===== src/rtl/ksa_pkg.sv =====
// Shared types, constants and helper functions for the keyed slot allocator.
// Used by the slot memory, the loss unit and the top level.
package ksa_pkg;

  // Table geometry.
  localparam int SLOT_COUNT = 32;
  localparam int SLOT_W     = (SLOT_COUNT > 1) ? $clog2(SLOT_COUNT) : 1;
  localparam int LIT_W      = $clog2(SLOT_COUNT + 1);

  // Output field widths.
  localparam int IDX_OUT_W = 5;
  localparam int LIT_OUT_W = 6;

  // Division of a 32-bit product by 1000: multiply by the reciprocal and keep
  // the bits from the shift up. This is exact over the whole 32-bit range.
  localparam int          MAGIC_W    = 29;
  localparam logic [28:0] LOSS_MAGIC = 29'h1062_4DD3;
  localparam int          LOSS_SHIFT = 38;
  localparam int          PROD_W     = 32;
  localparam int          WIDE_W     = PROD_W + MAGIC_W;
  localparam int          LOSS_W     = WIDE_W - LOSS_SHIFT;

  // Operation codes.
  typedef enum logic {
    OP_ALLOC = 1'b0,
    OP_TICK  = 1'b1
  } op_t;

  // How the slot was found.
  typedef enum logic [1:0] {
    HOW_KEY     = 2'd0,
    HOW_EXPIRED = 2'd1,
    HOW_FORCED  = 2'd2,
    HOW_TICK    = 2'd3
  } how_t;

  // One slot entry as held in memory.
  typedef struct packed {
    logic [31:0] owner;
    logic [31:0] expiry;
    logic [15:0] radius;
    logic [15:0] decay;
  } slot_t;

  // Access request from the sequencer to the slot memory.
  typedef struct packed {
    logic              rd_en;
    logic [SLOT_W-1:0] rd_addr;
    logic              wr_en;
    logic [SLOT_W-1:0] wr_addr;
  } mem_req_t;

  // Low bits of a slot index for the result beat.
  function automatic logic [IDX_OUT_W-1:0] idx_out(input logic [SLOT_W-1:0] idx);
    logic [SLOT_W+IDX_OUT_W-1:0] ext;
    ext = (SLOT_W + IDX_OUT_W)'(idx);
    return ext[IDX_OUT_W-1:0];
  endfunction

  // Lit count saturated to the output field.
  function automatic logic [LIT_OUT_W-1:0] lit_out(input logic [LIT_W-1:0] cnt);
    logic [LIT_W+LIT_OUT_W-1:0] ext;
    ext = (LIT_W + LIT_OUT_W)'(cnt);
    if (ext > (LIT_W + LIT_OUT_W)'(63)) begin
      return LIT_OUT_W'(63);
    end
    return ext[LIT_OUT_W-1:0];
  endfunction

endpackage


===== src/rtl/ksa_slot_mem.sv =====
// Slot table memory: one read and one write port, registered read.
// Depends on ksa_pkg for the entry type and request struct.
module ksa_slot_mem (
  input  logic              clk,
  input  logic              rst_n,
  input  ksa_pkg::mem_req_t req,
  input  ksa_pkg::slot_t    wr_data,
  output ksa_pkg::slot_t    rd_data
);

  ksa_pkg::slot_t                     mem [ksa_pkg::SLOT_COUNT];
  logic [ksa_pkg::SLOT_COUNT-1:0]     valid_r;
  ksa_pkg::slot_t                     rd_q_r;
  logic                               rd_vld_r;

  // Storage array and registered read.
  always_ff @(posedge clk) begin
    if (req.wr_en) begin
      mem[req.wr_addr] <= wr_data;
    end
    if (req.rd_en) begin
      rd_q_r <= mem[req.rd_addr];
    end
  end

  // Written flags: an entry never written reads as all zero.
  always_ff @(posedge clk) begin
    if (!rst_n) begin
      valid_r  <= '0;
      rd_vld_r <= 1'b0;
    end else begin
      if (req.wr_en) begin
        valid_r[req.wr_addr] <= 1'b1;
      end
      if (req.rd_en) begin
        rd_vld_r <= valid_r[req.rd_addr];
      end
    end
  end

  assign rd_data = rd_vld_r ? rd_q_r : '0;

endmodule


===== config.mk =====
export PLATFORM = sky130hd
export DESIGN_NAME = ksa_slot_mem
export DESIGN_NICKNAME = d
export VERILOG_FILES = /design/src/rtl/ksa_pkg.sv /design/src/rtl/ksa_slot_mem.sv
export SDC_FILE = /design/constraint.sdc
export NUM_CORES = 2
export LEC_CHECK = 0
export BUFFER_PORTS_ARGS = -buffer_cell sky130_fd_sc_hd__buf_2
export CAP_MARGIN = 20
export CELL_PAD_IN_SITES_DETAIL_PLACEMENT = 1
export CELL_PAD_IN_SITES_GLOBAL_PLACEMENT = 2
export CORE_ASPECT_RATIO = 1.5
export CORE_MARGIN = 2
export CORE_UTILIZATION = 48
export CTS_BUF_LIST = sky130_fd_sc_hd__clkbuf_8
export DETAILED_ROUTE_END_ITERATION = 6
export GPL_TIMING_DRIVEN = 0
export PLACE_DENSITY_LB_ADDON = 0.1
export SETUP_SLACK_MARGIN = 0.02
export SLEW_MARGIN = 20
export SYNTH_ARGS = -nofsm -noshare
export SYNTH_HDL_FRONTEND = slang
export SYNTH_SLANG_ARGS = --single-unit

===== constraint.sdc =====
create_clock -name clk -period 5.9 [get_ports clk]
set_input_delay 0.295 -clock clk [delete_from_list [all_inputs] [get_ports clk]]
set_output_delay 0.295 -clock clk [all_outputs]
set_load 0.005 [all_outputs]

# After elaboration in Yosys (flattened, before gate mapping)
# Memories as Yosys holds them, arrays and structs flattened. A register that Yosys moved wholly into a read port is not among the register bits.
# Index checks and enable logic that the tools add are counted.
# totals
n_memories	1
regBits	33
latchBits	0
ramBits	3072
rom_bits	0
input_bits	110
elab_cells	15
# op_classes
mux	7
shifts	0
n_eq_ne	0
addsub	0
n_reduce_logical	1
n_div	0
bitwise_logic	1
order_cmp	3
multipliers	0
# mem_list
memory	depth	width	read_ports	rd_ports_with_merged_regs	wr	line_no	rtl
mem	32	96	1	1	1	ksa_slot_mem.sv:11	ksa_pkg::slot_t mem [ksa_pkg::SLOT_COUNT];
# ops
operator	n
$mux W96	1
$or A32 B32 Y32	1
$lt A5 B6 Y1 const B	2
$bmux W1 S5	1
$demux W1 S5	1
$ge A5 B1 Y1 const B	1
$mux W1	4
$logic_and A1 B1 Y1	1

# Depth between registers and ports, before layout
# logic_depth
word_depth	5
ltp_mapped	8
mapped_depth_nobuf	4

# Worst setup path after synthesis
# Ideal clock, no wire load.
# synth_path
path_type	input to register
from	input port req[0] (netlist name)
to	memory mem[12][0] (netlist name), enable pin
cell_stages	3
path_slack_ns	0.362
t_required_ns	5.347
t_arrival_ns	4.985
path_buffers	1
path_cell_list	or3b_2 -> clkbuf_1 -> nor2_1
# synth_lines
element	line_no	rtl
start, declared	ksa_slot_mem.sv:6	input ksa_pkg::mem_req_t req,
end, declared	ksa_slot_mem.sv:11	
# Straight into the memory's write port.

==> results.md <==
* Outcome: finished, final reports clean
* GR Util All Layers at 27.51%
* Synth Net Count at 4939
* Vias in the first global route at 62.65k
* Async SR Flop Fraction at 0%
* Share of layout cells above drive strength 1 at 34.93%
* Setup repair after global routing missed its margin: false
* First-pass GRT wire length at 488800 µm
* Synthesized flop and latch total at 3201
* Slew Limit Fails at 0
* Hold Crit Class: in2reg
* Later-pin clock latency in the skew report at 1050 ps
* Top sig layer: met5
* Routed vias at 58.24k
* Tmin final at 3864 ps
* Overflow after GRT at 0
* Clock buffer depth at 4
* Height of the die at 619.2 µm
* Power Total at 44830 µW
* Worst Tran Pin Value at 1191 ps
* Yosys warnings at 0
* Simple logic cell fraction of the synthesized area at 0.7625%
* Fin crit share at 65.50%
* Layout Nets at 5977
* Metal3 WL at 20480 µm
* Clock-pin slew on the worst setup and hold paths at 70 ps
* Worst path required time at 5610 ps
* Clock power frac at 37.6%
* TritonCTS buffer count at 473
* Sequential area share after synthesis at 79.10%
* Main combinational cell family by area after synthesis: multiplexers
* CTS resizes at 0
* Root Buffer: clkbuf_8
* Max-cap violation count at 0
* First drt pass iteration count at 5
* Setup repair bufs after CTS at 0
* Synthesized area at 121100 µm²
* Final Skew at 57.45 ps
* IO buf count at 199
* Net Sw Frac at 22.57%
* Die Width at 414.1 µm
* Synth top area share at 78.56%
* Die ar. at 256400 µm²
* Met1 Wirelength at 133500 µm
* Number of I/O pins at 206
* Power Internal at 34710 µW
* Data arrival time of the worst path at 3570 ps
* Pwr/cell area at 314.9 nW/µm²
* P&R area growth vs syn at 17.55%
* # clock sinks at 3201
* Syn Area/Cell at 25.08 µm²
* Synth top area cells: edfxtp_1 79%, mux4_2 17%, mux2i_1 0.92%
* Synth cell count leaders: 3168 x edfxtp_1, 913 x mux4_2, 111 x mux2i_1, 107 x clkbuf_1, 96 x and2_1
* DR DRC count at 0
* Worst Setup Start Kind: flop
* Final setup fails at 0
* Number of instances in the placed design at 8580
* Fin cells at 9540
* Rows at 225
* Post-synthesis compound-gate area fraction at 0.7357%
* EDFF count, synth at 3168
* Mapped Cells at 4829
* Type of the worst setup path: reg2out
* Psw at 10120 µW
* Final Hold Vio Count at 0
* H-tree levels at 5
* DP HPWL at 232800 µm
* CTS tree: yes
* Post-synth top flop: edfxtp_1
* Count leader, synth: edfxtp_1
* Largest net degree at the start of global routing at 53
* Reg power frac at 56.7%
* DRT antenna net count at 0
* Core area at 250600 µm²
* Crit end category: output pin
* DR vias/cell at 6.105
* Max Freq at 0.2588 GHz
* Combinational Power Share at 5.7%
* Placement Setup Slack at 1375 ps
* Antenna violations before repair at 29
* Post-Synth XOR/XNOR Area at 0%
* Yosys cell types at 31
* Final GP Congestion at 0.7260
* Final WL at 349400 µm
* Setup TNS at 0 ps
* Relative slew slack at 20.58%
* Initial core utilization at 48.33%
* Adder-cell share of the synthesized area at 0%
* Final worst slack at 2036 ps
* Worst VDD drop at 211.7 µV
* Post-synth top area cell: edfxtp_1
* Top fanout value on the critical path at 10
* WL/cell at 36.63 µm
* Multiplexer share of the synthesized area at 18.45%
* DRC marker count from the first detailed-route iteration at 6032
* Met2 Wirelength at 186300 µm
* Fin Hold WS at 113.0 ps
* Pleak at 0.04605 µW
-- layout by cell type, fill, tap and decap left out, drive strengths merged, types with 13 or more instances in the layout --
cell type	n
clkbuf	595
bufinv	16
a21o	41
nand2	13
mux2	59
o21a	32
edfxtp	3168
mux4	913
dfxtp	33
nor2	36
o22ai	41
dlygate4sd3	101
mux2i	111
and2	96
inv	155
buf	605
clkinv	178
diode	17
-- sequential cells by signal, indices dropped and copies added (netlist names) --
register  flops
mem        3072
rd_q_r       96
rd_vld_r      1
valid_r      32
-- cell families (layout without fill, tap and decap cells) --
group | after synthesis | after routing
flops | 3201 | 3201
mux | 1083 | 1083
buf+inv | 252 | 1655
simple gates | 165 | 165
compound gates | 128 | 128
other cells | 0 | 17
-- power groups by stage --
stage | Sequential (µW) | Combinational, µW | Clock [µW]
floorplan | 25900 | 1300 | 0
global placement | 26000 | 2350 | 0
detailed placement | 25900 | 2550 | 0
CTS | 25400 | 2610 | 17200
global route | 25400 | 2700 | 18100
finish | 25400 | 2570 | 16800
-- timing repair --
action / 4_1_cts / 5_1_grt
setup endpoints to repair: 0 / 0
endpoints found under the hold margin: 3177 / 0
hold buffers: 101 / 0
-- critical path, stage by stage (launching register included) --
cell,delay (ps)
dfxtp_1,580
clkbuf_2,610
clkbuf_1,930
and2_1,290
buf_2,130
-- final cells by class --
cell class,count,area (µm²)
multi-input cells,1376,24390
diodes,17,42.54
plain buffers,251,1192
inverters,1,3.754
clock inverters,353,1867
fillers,20738,108200
flip-flops and latches,3201,95790
clock buffers,487,6703
well taps,3291,4118
repair buffers,563,8233
-- metal layers --
metal | track usage [%] | vias to the layer above
met1 | 35.12 | 32403
li1 | - | 23121
met3 | 4.102 | 540
met2 | 49.36 | 2152
met5 | 0 | -
met4 | 7.243 | 26
-- through the flow --
step,util [%],area [µm²]
2_1_floorplan,-,121100
3_3_place_gp,50.37,126200
3_5_place_dp,52.96,132700
4_1_cts,56.79,142300
5_1_grt,56.80,142300
6_report,56.81,142300
-- worst paths after layout --
kind,start,to,slack [ps],depth (start not counted)
worst max register to register,mem[15][40],rd_q_r[40],3880,3
worst min register to register,valid_r[4],valid_r[4],460,1
worst min-delay path,req[2],mem[30][40],110,3
worst max-delay path,rd_vld_r,rd_data[81],2040,4
Note: power is estimated with default switching activity, not from simulation.
