`config.mk`:
```
export PLATFORM = sky130hd
export DESIGN_NAME = ksa_loss
export DESIGN_NICKNAME = d
export VERILOG_FILES = /design/src/rtl/ksa_pkg.sv /design/src/rtl/ksa_loss.sv
export SDC_FILE = /design/constraint.sdc
export NUM_CORES = 2
export LEC_CHECK = 0
export BUFFER_PORTS_ARGS = -buffer_cell sky130_fd_sc_hd__buf_2
export CAP_MARGIN = 20
export CORE_MARGIN = 4
export CORE_UTILIZATION = 26
export CTS_CLUSTER_SIZE = 8
export DETAILED_ROUTE_END_ITERATION = 7
export GPL_ROUTABILITY_DRIVEN = 0
export HOLD_SLACK_MARGIN = 0.02
export PLACE_DENSITY_LB_ADDON = 0.12
export SLEW_MARGIN = 30
export SYNTH_ARGS = -nofsm -noshare
export SYNTH_HDL_FRONTEND = slang
export SYNTH_SLANG_ARGS = --single-unit
```
`constraint.sdc`:
```
create_clock -name clk -period 18.4 [get_ports clk]
set_input_delay 3.68 -clock clk [delete_from_list [all_inputs] [get_ports clk]]
set_output_delay 3.68 -clock clk [all_outputs]
set_load 0.05 [all_outputs]
```
`src/rtl/ksa_pkg.sv`:
```
// Shared types, constants and helper functions for the keyed slot allocator.
// Used by the slot memory, the loss unit and the top level.
package ksa_pkg;

  // Table geometry.
  localparam int SLOT_COUNT = 32;
  localparam int SLOT_W     = (SLOT_COUNT > 1) ? $clog2(SLOT_COUNT) : 1;
  localparam int LIT_W      = $clog2(SLOT_COUNT + 1);

  // Output field widths.
  localparam int IDX_OUT_W = 5;
  localparam int LIT_OUT_W = 6;

  // Division of a 32-bit product by 1000: multiply by the reciprocal and keep
  // the bits from the shift up. This is exact over the whole 32-bit range.
  localparam int          MAGIC_W    = 29;
  localparam logic [28:0] LOSS_MAGIC = 29'h1062_4DD3;
  localparam int          LOSS_SHIFT = 38;
  localparam int          PROD_W     = 32;
  localparam int          WIDE_W     = PROD_W + MAGIC_W;
  localparam int          LOSS_W     = WIDE_W - LOSS_SHIFT;

  // Operation codes.
  typedef enum logic {
    OP_ALLOC = 1'b0,
    OP_TICK  = 1'b1
  } op_t;

  // How the slot was found.
  typedef enum logic [1:0] {
    HOW_KEY     = 2'd0,
    HOW_EXPIRED = 2'd1,
    HOW_FORCED  = 2'd2,
    HOW_TICK    = 2'd3
  } how_t;

  // One slot entry as held in memory.
  typedef struct packed {
    logic [31:0] owner;
    logic [31:0] expiry;
    logic [15:0] radius;
    logic [15:0] decay;
  } slot_t;

  // Access request from the sequencer to the slot memory.
  typedef struct packed {
    logic              rd_en;
    logic [SLOT_W-1:0] rd_addr;
    logic              wr_en;
    logic [SLOT_W-1:0] wr_addr;
  } mem_req_t;

  // Low bits of a slot index for the result beat.
  function automatic logic [IDX_OUT_W-1:0] idx_out(input logic [SLOT_W-1:0] idx);
    logic [SLOT_W+IDX_OUT_W-1:0] ext;
    ext = (SLOT_W + IDX_OUT_W)'(idx);
    return ext[IDX_OUT_W-1:0];
  endfunction

  // Lit count saturated to the output field.
  function automatic logic [LIT_OUT_W-1:0] lit_out(input logic [LIT_W-1:0] cnt);
    logic [LIT_W+LIT_OUT_W-1:0] ext;
    ext = (LIT_W + LIT_OUT_W)'(cnt);
    if (ext > (LIT_W + LIT_OUT_W)'(63)) begin
      return LIT_OUT_W'(63);
    end
    return ext[LIT_OUT_W-1:0];
  endfunction

endpackage

```
`src/rtl/ksa_loss.sv`:
```
// Two-stage radius loss unit: frame_ms * decay, then division by 1000.
// Depends on ksa_pkg for the reciprocal constant and widths.
module ksa_loss (
  input  logic                        clk,
  input  logic [15:0]                 frame_ms,
  input  logic [15:0]                 decay,
  output logic [ksa_pkg::LOSS_W-1:0]  loss
);

  logic [ksa_pkg::PROD_W-1:0] prod_r;
  logic [ksa_pkg::WIDE_W-1:0] wide;
  logic [ksa_pkg::LOSS_W-1:0] loss_r;

  // Reciprocal multiply of the registered product.
  assign wide = ksa_pkg::WIDE_W'(prod_r) * ksa_pkg::WIDE_W'(ksa_pkg::LOSS_MAGIC);

  // Stage one holds the product, stage two the quotient.
  always_ff @(posedge clk) begin
    prod_r <= ksa_pkg::PROD_W'(frame_ms) * ksa_pkg::PROD_W'(decay);
    loss_r <= wide[ksa_pkg::WIDE_W-1:ksa_pkg::LOSS_SHIFT];
  end

  assign loss = loss_r;

endmodule

```
Word level (Yosys, flattened, before mapping)
Cells that the tools add are included.
{"block": "word_totals", "register_bits": 55, "input_bits": 33, "out_inout_bits": 23, "elab_cells": 4}
{"block": "op_classes", "n_mul": 2}
{"operator": "multiplier 32 x 29 -> 61 bit, second input constant", "n": 1}
{"operator": "multiplier 16 x 16 -> 32 bit", "n": 1}

Longest topological paths before layout
{"block": "logic_depth", "depth_word": 1, "ltp_mapped": 25, "ltp_nobuf": 24}

Least setup slack after synthesis
OpenSTA, ideal clock, no wires.
{"block": "synth_path", "kind": "input port to flip-flop", "start": "input frame_ms[13]", "end": "register prod_r[30] (netlist bit)", "setup_time_ps": 123, "t_arrival_ps": 9094, "required_ps": 18277, "path_slack_ps": 9183, "cell_stages": 23, "n_path_buf": 1, "path_cell_list": "clkbuf_1 -> nand2_1 -> fa_1 -> inv_1 -> fa_1 -> inv_1 -> fa_1 -> inv_1 -> fa_1 -> inv_1 -> fa_1 -> inv_1 -> fa_1 -> ha_1 -> a21o_1 -> a21o_1 -> a221oi_1 -> o31a_1 -> o211ai_1 -> a31oi_1 -> o21ai_1 -> a211oi_1 -> a21oi_1"}
{"block": "synth_between", "elab_chain_len": 1}
{"element": "start: declaration", "line_no": "ksa_loss.sv:5", "source": "input logic [15:0] frame_ms,"}
{"element": "multiplier 16 x 16 -> 32 bit", "line_no": "ksa_loss.sv:19", "source": "prod_r <= ksa_pkg::PROD_W'(frame_ms) * ksa_pkg::PROD_W'(decay);"}
{"element": "end signal: assignment", "line_no": "ksa_loss.sv:19"}
{"element": "end: declaration", "line_no": "ksa_loss.sv:10", "source": "logic [ksa_pkg::PROD_W-1:0] prod_r;"}
No other way between the ends.

Worst setup path in the final report
{"block": "layout_path", "start": "input frame_ms[10]", "end": "register prod_r[31] (netlist bit)"}
Same word-level chain as after synthesis.

==> reports/qor.yml <==
status: "finished, final reports clean"
clock_sinks: 55
antenna_cells: 0
core_area_mm2: 0.0915
fin_crit_ps: 9660
row_count: 111
synth_fp_nets: 3534
setup_tns_ps: 0
grt_pass1_wl_mm: 103
die_width_um: 312
ctsResizeCount: 0
tightest_slew_ps: 908
arrival_ps: 9860
crit_path_top_delay_cell: "o41ai_1"
register_area_mm2: 0.00110
firstDrtPassIters: 5
worst-path-buf-inv: 6
numCtsBuffers: 5
yosysWarnings: 0
synth_cell_types: 55
viasPerCell: 4.30
drt-initial-drc-count: 545
critical_path_class: "in2reg"
crit_family: "adder cells"
finalCritPeriodShare: 0.525
async_flop_share: 0
dpl-instance-area_mm2: 0.0256
synth-main-ff-cell: "dfxtp_1"
vias: 16000
cp-end-kind: "flip-flop"
fmax_mhz: 103
rsz0062_at_grt: "false"
hold_class: "reg2reg"
multi_input_area_mm2: 0.0198
ioPinCount: 56
finalMaxSlewViolations: 0
synth_edf_count: 0
die-area_mm2: 0.0972
post_cts_buffers: 0
grt_pass1_vias: 18100
detail-route-antenna-nets: 0
worstSkewPairLatency_ps: 310
place_ws_ps: 8470
cp_cell_sequence: "buf_2 -> nand2_1 -> fa_1 -> inv_1 -> fa_1 -> inv_1 -> fa_1 -> fa_1 -> inv_1 -> fa_1 -> inv_1 -> fa_1 -> inv_1 -> ha_1 -> nand2_1 -> a21oi_1 -> a2111oi_2 -> o41ai_1 -> a21oi_2 -> o21a_1 -> nor3_1 -> a311oi_1 -> xnor2_1"
start_util: 0.262
drc: 0
fin_skew_ps: 4.90
overflow: 0
route.met2.wl_mm: 30.8
synthCells: 2517
drt_wl_total_mm: 64.2
cts.path.max_buffers: 2
avgSynthCellArea_um2: 9.53
cap_violations: 0
cts_root_buf: "clkbuf_16"
path_clk_slew_ps: 70
route.met3.wl_um: 618
critPathMostFrequentCell: "fa_1"
nets: 3558
cp-start-kind: "input pin"
holdBufCountCts: 0
dp_hpwl_mm: 56.4
max_stage_delay_ps: 800
hold_viol: 0
yosysSeqAreaShare: 0.0459
crit_fanout: 16
grt_max_degree: 19
met1Wirelength_mm: 32.1
die_y_um: 312
critPathRequiredTime_ps: 18600
avgRoutedWirePerCell_um: 17.2
max_slew_margin: 0.394
htree_levels: 2
setup_viol_count_final: 0
antenna_found_initial: 1
finalWorstSetupSlack_ps: 8740
syn_to_final_growth_pct: 7.62
nFillCells: 9785
highest_layer: "met4"
ys_ff_latch: 55
track_usage: 0.135
layout-drive-gt1-share: 0.0327
fin_area_mm2: 0.0258
netlist_area_mm2: 0.0240
io_buffers: 55
tritoncts: "yes"
==> path summary, 6_finish.rpt <==
check | startpoint | end | slack (ps) | cells past startpoint
setup / recovery | frame_ms[10] | prod_r[31]$_DFF_P_ | 8740 | 23
hold / removal | prod_r[31]$_DFF_P_ | loss[22]$_DFF_P_ | 1030 | 2
setup reg to reg | prod_r[17]$_DFF_P_ | loss[22]$_DFF_P_ | 10610 | 22
hold reg to reg | prod_r[31]$_DFF_P_ | loss[22]$_DFF_P_ | 1030 | 2
==> layout make-up <==
cell class | count | share of cell area
clock inverters | 3 | 0.00184
multi-input cells | 1652 | 0.769
repair buffers | 64 | 0.0133
well taps | 1186 | 0.0575
inverters | 763 | 0.111
flip-flops and latches | 55 | 0.0427
clock buffers | 5 | 0.00485
==> state kept, by name, indices dropped and copies added (netlist names) <==
| register | count |
|---|---|
| prod_r | 32 |
| loss | 23 |
==> tightest hold or removal path: stages, from the launching register on <==
cell,delay (ps)
dfxtp_1,510
ha_1,310
a21o_1,150
==> cell usage in the layout, fill, tap and decap left out, types with 3 or more instances in the layout <==
| cell type | count |
|---|---|
| a31oi_1 | 9 |
| and3_1 | 5 |
| clkbuf_16 | 5 |
| nand3_1 | 21 |
| or3_1 | 4 |
| nand4_1 | 13 |
| xor2_1 | 18 |
| and2_1 | 119 |
| nor4_1 | 4 |
| a21o_1 | 42 |
| o31ai_1 | 4 |
| nor3_1 | 8 |
| o21ai_0 | 22 |
| o21a_1 | 5 |
| nor2b_1 | 6 |
| a221oi_1 | 4 |
| fa_1 | 492 |
| and4_1 | 3 |
| nor2_1 | 26 |
| o2111ai_1 | 4 |
| buf_2 | 55 |
| a21oi_1 | 74 |
| o21ai_1 | 10 |
| o21bai_1 | 11 |
| buf_4 | 9 |
| a211oi_1 | 6 |
| nand2_1 | 183 |
| o211ai_1 | 5 |
| nand2b_1 | 3 |
| ha_1 | 492 |
| inv_1 | 761 |
| dfxtp_1 | 55 |
| xnor2_1 | 31 |
==> cell families after synthesis <==
group,count (synthesis),synth area share
adder cells (fa/ha/maj),984,0.667
buffers and inverters,810,0.127
AND/OR/NAND/NOR,398,0.0810
AO/OA/AOI/OAI,221,0.0611
flip-flops,55,0.0459
XOR/XNOR,49,0.0179
==> cell usage after synthesis (all sizes together), types with 5 or more instances <==
| master | instances | area share |
|---|---|---|
| nor2b | 6 | 0.0016 |
| o31ai | 5 | 0.0016 |
| clkbuf | 46 | 0.0072 |
| a21o | 42 | 0.013 |
| o21a | 5 | 0.0016 |
| o211ai | 5 | 0.0016 |
| fa | 492 | 0.41 |
| inv | 763 | 0.12 |
| xor2 | 18 | 0.0066 |
| dfxtp | 55 | 0.046 |
| o21bai | 11 | 0.0034 |
| nor3 | 8 | 0.0017 |
| nor2 | 26 | 0.0041 |
| ha | 492 | 0.26 |
| nand3 | 21 | 0.0044 |
| nand2 | 183 | 0.029 |
| a31oi | 9 | 0.0023 |
| a211oi | 6 | 0.0019 |
| nand4 | 13 | 0.0034 |
| xnor2 | 31 | 0.011 |
| a21oi | 76 | 0.016 |
| o21ai | 33 | 0.0070 |
| and2 | 119 | 0.031 |
| and3 | 5 | 0.0013 |
==> layer usage <==
metal / up-vias / global-route usage
met2: 112 / 0.230
met3: 27 / 0.00472
met4: 0 / 0.0182
met5: - / 0
met1: 8216 / 0.196
li1: 7694 / -
==> through the flow <==
| stage | hold WS (ps) | utilization | instances |
|---|---|---|---|
| 2_1_floorplan | 696 | - | 2517 |
| 3_3_place_gp | 1070 | 0.280 | 3720 |
| 3_5_place_dp | 1060 | 0.280 | 3720 |
| 4_1_cts | 1070 | 0.282 | 3728 |
| 5_1_grt | 1080 | 0.282 | 3728 |
| 6_report | 1030 | 0.282 | 3728 |
Power is not shown: default switching activity piles up to over one toggle a cycle in this logic, so the estimate is an artifact.
